**config.mk**
```make
export PLATFORM = sky130hd
export DESIGN_NAME = scic_cell
export DESIGN_NICKNAME = d
export VERILOG_FILES = /design/src/sort_and_count_inversions_unit_assert.svh /design/src/scic_pkg.sv /design/src/scic_cell.sv
export SDC_FILE = /design/constraint.sdc
export NUM_CORES = 1
export LEC_CHECK = 0
export ABC_AREA = 1
export BUFFER_PORTS_ARGS = -buffer_cell sky130_fd_sc_hd__buf_2
export CORE_MARGIN = 2
export CORE_UTILIZATION = 42
export CTS_CLUSTER_SIZE = 10
export DETAILED_ROUTE_END_ITERATION = 12
export PLACE_DENSITY = 0.74
export SYNTH_ARGS = -nofsm -noshare
export SYNTH_HDL_FRONTEND = slang
export SYNTH_SLANG_ARGS = --single-unit
```
**constraint.sdc**
```tcl
create_clock -name clk_i -period 2.27 [get_ports clk_i]
set_input_delay 0.1135 -clock clk_i [delete_from_list [all_inputs] [get_ports clk_i]]
set_output_delay 0.1135 -clock clk_i [all_outputs]
set_load 0.005 [all_outputs]
```
**src/sort_and_count_inversions_unit_assert.svh**
```systemverilog
// Assertion macros shared by the sort and inversion count unit
`ifndef SORT_AND_COUNT_INVERSIONS_UNIT_ASSERT_SVH
`define SORT_AND_COUNT_INVERSIONS_UNIT_ASSERT_SVH

// Same-cycle implication, checked outside reset
`define SCIC_ASSERT_IMPL(label, ante, cons, msg) \
  label: assert property (@(posedge clk_i) disable iff (!rst_ni) (ante) |-> (cons)) \
    else $error(msg);

// Next-cycle implication, checked outside reset
`define SCIC_ASSERT_NEXT(label, ante, cons, msg) \
  label: assert property (@(posedge clk_i) disable iff (!rst_ni) (ante) |=> (cons)) \
    else $error(msg);

`endif

```
**src/scic_pkg.sv**
```systemverilog
// Types and constants for the sort and inversion count unit
`timescale 1ns / 1ps

package scic_pkg;

  localparam int unsigned ValW = 32;
  localparam int unsigned InvW = 11;
  localparam logic [InvW-1:0] InvMax = {InvW{1'b1}};

  // Phase of the unit: collecting words or streaming the sorted set out
  typedef enum logic {
    ST_FILL,
    ST_DRAIN
  } st_e;

  // Broadcast control for every cell of the chain
  typedef struct packed {
    logic                   ins;  // insert the broadcast word
    logic                   shd;  // shift the chain towards cell 0
    logic signed [ValW-1:0] val;  // word being inserted
  } cell_ctrl_t;

endpackage

```
**src/scic_cell.sv**
```systemverilog
// One cell of the insertion chain: holds a word and its greater-arrival count
`timescale 1ns / 1ps

module scic_cell import scic_pkg::*; #(
  parameter int unsigned CntW = 6
) (
  input  logic                   clk_i,
  input  logic                   rst_ni,
  input  cell_ctrl_t             ctrl_i,
  // neighbour towards cell 0
  input  logic                   prv_gt_i,
  input  logic                   prv_vld_i,
  input  logic signed [ValW-1:0] prv_val_i,
  input  logic [CntW-1:0]        prv_cnt_i,
  // neighbour away from cell 0
  input  logic                   nxt_vld_i,
  input  logic signed [ValW-1:0] nxt_val_i,
  input  logic [CntW-1:0]        nxt_cnt_i,
  // own contents
  output logic                   gt_o,
  output logic                   vld_o,
  output logic signed [ValW-1:0] val_o,
  output logic [CntW-1:0]        cnt_o
);

  logic                   vld_q, vld_d;
  logic signed [ValW-1:0] val_q, val_d;
  logic [CntW-1:0]        cnt_q, cnt_d;
  logic                   gt;

  // An empty cell counts as greater than any word
  assign gt = !vld_q || (val_q > ctrl_i.val);

  // Keep, shift up on insert, take the new word, or shift down on drain
  always_comb begin
    vld_d = vld_q;
    val_d = val_q;
    cnt_d = cnt_q;
    if (ctrl_i.shd) begin
      vld_d = nxt_vld_i;
      val_d = nxt_val_i;
      cnt_d = nxt_cnt_i;
    end else if (ctrl_i.ins && gt) begin
      if (prv_gt_i) begin
        // the moved word was greater than the new one: one more inversion
        vld_d = prv_vld_i;
        val_d = prv_val_i;
        cnt_d = prv_cnt_i + CntW'(1);
      end else begin
        vld_d = 1'b1;
        val_d = ctrl_i.val;
        cnt_d = '0;
      end
    end
  end

  always_ff @(posedge clk_i or negedge rst_ni) begin
    if (!rst_ni) begin
      vld_q <= 1'b0;
    end else begin
      vld_q <= vld_d;
    end
  end

  // Payload needs no reset
  always_ff @(posedge clk_i) begin
    val_q <= val_d;
    cnt_q <= cnt_d;
  end

  assign gt_o  = gt;
  assign vld_o = vld_q;
  assign val_o = val_q;
  assign cnt_o = cnt_q;

endmodule
```
==> key figures <==
Placement
  – Final RePlAce weighted congestion: 0.7683
  – HPWL after DPL: 5796 um
  – I/O Buffers: 154
  – Dpl ws: 0.06737 ns

Logic synthesis
  – Yosys top cell area share: 0.3855
  – Sequential area share after synthesis: 0.3939
  – Syn avg cell area: 8.971 um^2
  – Number of enable flip-flop cells after synthesis: 38
  – Synth Register Bits: 39
  – Post-Synthesis Cells: 330
  – Post-synthesis cell area: 2960 um^2
  – Cell taking the most area after synthesis: edfxtp_1
  – Most used DFF post-synth: edfxtp_1
  – Async SR Flop Fraction: 0.02564
  – Synth top area cells: edfxtp_1 (39%), ha_1 (14%), nand2_1 (9.5%), o21a_1 (7.9%), o211ai_1 (7.6%)
  – Ys Warns: 0
  – Synth Net Count: 478
  – Distinct cells, synth: 34

Worst setup path
  – Critical path capture point type: flop
  – CP max FO: 6
  – Worst reg2reg setup slack: 0.10 ns
  – Worst Setup SP: val_o[19]
  – CP arrival: around 2.2 ns
  – Crit start category: flop
  – Worst reg2reg path depth: 12
  – RR Startpoint: val_o[19]
  – WP data required: 2.28 ns
  – Kind of critical path: reg2reg
  – FF-to-FF End: val_o[12]

Routing
  – Top routing layer in use: met4
  – Via density per instance: 4.852
  – Post-route ant nets: 0
  – Post-Route WL: between 7000 and 8000 um
  – Drt pass-1 iters: 4
  – Avg WL per Cell: between 10 and 15 um
  – Vias: around 2900
  – DRC: 0
  – Met2 wire length: roughly 3700 um
  – M1 WL: 3451 um
  – Met3 Routed Length: 626 um
  – Detailed Route Iter0 Violations: 102

Layout
  – Net count, final: ~640
  – Ant. Diodes: 0
  – Filler cell count: 598
  – Syn-to-layout area delta: 44.17%
  – Layout cells sized above 1: 0.4350

CTS
  – Clock Path Buffers: 2
  – Worst-Skew Late Latency: 0.30 ns
  – CTS tree: built
  – Clock root buffer: clkbuf_8
  – Reg clk slew, reported paths: 0.08 ns
  – # clock sinks: 39
  – H-tree levels: 2
  – Cts bufs inserted: 5

Timing
  – Worst Clk Skew: 0.008680 ns
  – Final Slew Violations: 0
  – WHS: 0.08427 ns
  – Crit path time final: 2.167 ns
  – Setup slack after layout: 0.1029 ns
  – Achievable Freq: 461.4 MHz
  – Total negative slack: 0 ns
  – Slew headroom: 0.6758
  – Final Hold Vio Count: 0
  – Actual slew at the worst max-slew pin: 0.4864 ns
  – Fin crit share: 0.9547
  – Final Setup Violations: 0

Worst hold path
  – WHS Endpoint: val_o[27]
  – Min-Delay Path Class: in2reg
  – Hold Path Depth: 2
  – Hold Crit Start: nxt_val_i[27]

Global route
  – Gr usage total: 0.1838
  – Vias in the first global route: 2626
  – Global-route wire length before repair: 11300 um
  – Total gr overflow: 0
  – Largest net degree at the start of global routing: 67
  – Initial antenna violation count: 0

Die
  – Ports: 155
  – Die Wd: 87.96 um
  – Height of the die: 87.96 um
  – Core area: 6794 um^2
  – Rows: 30
  – Starting Density: 0.4357
  – Die ar.: just under 8000 um^2

Status
  – Status: complete, no violations

Pwr
  – Max VDD drop: 0.2969 mV
  – Tot Pwr: 2.285 mW
  – Leakage: around 2.1 nW
  – Cell area power density: 535.5 nW/um^2

Run
  – Max-Cap Viols: 0
==> final cells by class <==
type / instances / area, um^2 / area share
Clock buffer: 5 / 68.82 / 0.01612
Clock inverter: 3 / 38.79 / 0.009088
Inverter: 46 / 180.2 / 0.04222
Multi-Input combinational cell: 230 / 1714 / 0.4016
Sequential cell: 39 / 1166 / 0.2732
Tap cell: 96 / 120.1 / 0.02814
Timing Repair Buffer: 169 / 979.7 / 0.2296
==> how the worst max path moves through the flow <==
stage	to	slack [ns]	cells after the start
2_1_floorplan	cnt_o[0]	0.09	11
3_3_place_gp	val_o[7]	0.14	12
3_5_place_dp	val_o[9]	0.07	12
4_1_cts	val_o[4]	0.03	12
5_1_grt	val_o[31]	-0.03	15
6_report	val_o[12]	0.10	12
==> Yosys cell counts, types with 3 or more instances <==
master / n
nor2_1: 12
nand3_1: 5
inv_2: 3
inv_1: 41
a21oi_1: 17
nand2_1: 75
ha_1: 33
o21ai_0: 3
clkbuf_1: 8
nand2_2: 4
o21a_1: 31
edfxtp_1: 38
o21ai_1: 4
o211ai_1: 30
==> cells in the final DEF (no fill, tap or decap), drive strengths merged <==
master,Yosys,final
buf,7,165
o21ai,7,7
nor2,13,13
nand2,81,81
o21a,32,32
o22a,1,1
inv,45,45
o31ai,1,1
a32o,1,1
clkinv,1,3
dfrtp,1,1
a21oi,18,18
xor2,1,1
bufinv,0,1
dlygate4sd3,0,1
o211ai,30,30
ha,33,33
nand4,2,2
nor4,1,1
nand3,6,6
edfxtp,38,38
a21o,2,2
clkbuf,8,8
a22o,1,1
==> cell families (layout without fill, tap and decap cells) <==
logic type / Yosys count / in the layout / share of synthesized area
XOR/XNOR: 1 / 1 / 0.002959
flip-flops: 39 / 39 / 0.3939
AO/OA/AOI/OAI: 93 / 93 / 0.2210
AND/OR/NAND/NOR: 103 / 103 / 0.1517
buffers and inverters: 61 / 223 / 0.09087
adder cells (fa/ha/maj): 33 / 33 / 0.1395
==> sequential cells by signal, indices dropped and copies added, names as in the netlist <==
signal and cells:
vld_o 1, cnt_o 6, val_o 32
==> power by group <==
group | leakage (nW) | total (mW) | internal [mW] | switching [mW]
clock | 0.0556 | 0.571 | 0.322 | 0.249
sequential | 0.393 | 0.947 | 0.897 | 0.0496
combinational | 1.63 | 0.767 | 0.389 | 0.378
==> through the flow <==
step                  util  instance area, um^2  std cells
global route        0.6282                 4268        588
CTS                 0.5818                 3953        578
detailed placement  0.5645                 3835        569
finish              0.6282                 4268        588
global placement    0.5645                 3835        569
floorplan                -                 2965        330
==> worst max-delay path, stage by stage, from the launching register on <==
cell       delay [ns]
edfxtp_1         0.43
ha_4             0.24
a21o_1           0.15
o21ai_1          0.16
nand2_1          0.11
a21oi_4          0.15
nand2_1          0.07
nand2_1          0.07
nand3_2          0.07
nand2_2          0.09
nand2_4          0.07
nand2_8          0.11
clkbuf_16        0.16
==> routing by layer <==
| layer | track usage | up-vias |
|---|---|---|
| li1 | - | 1470 |
| met1 | 0.2345 | 1270 |
| met2 | 0.3079 | 109 |
| met3 | 0.05844 | 4 |
| met4 | 0.03776 | 0 |
| met5 | 0 | - |
==> timing repair <==
action | 4_1_cts | 5_1_grt
resized for setup | 0 | 28
buffers inserted | 0 | 6
hold buffers | 1 | 0
endpoints found under the setup margin | 0 | 40
endpoints found under the hold margin | 1 | 0
Note: power is estimated with default switching activity, not from simulation.
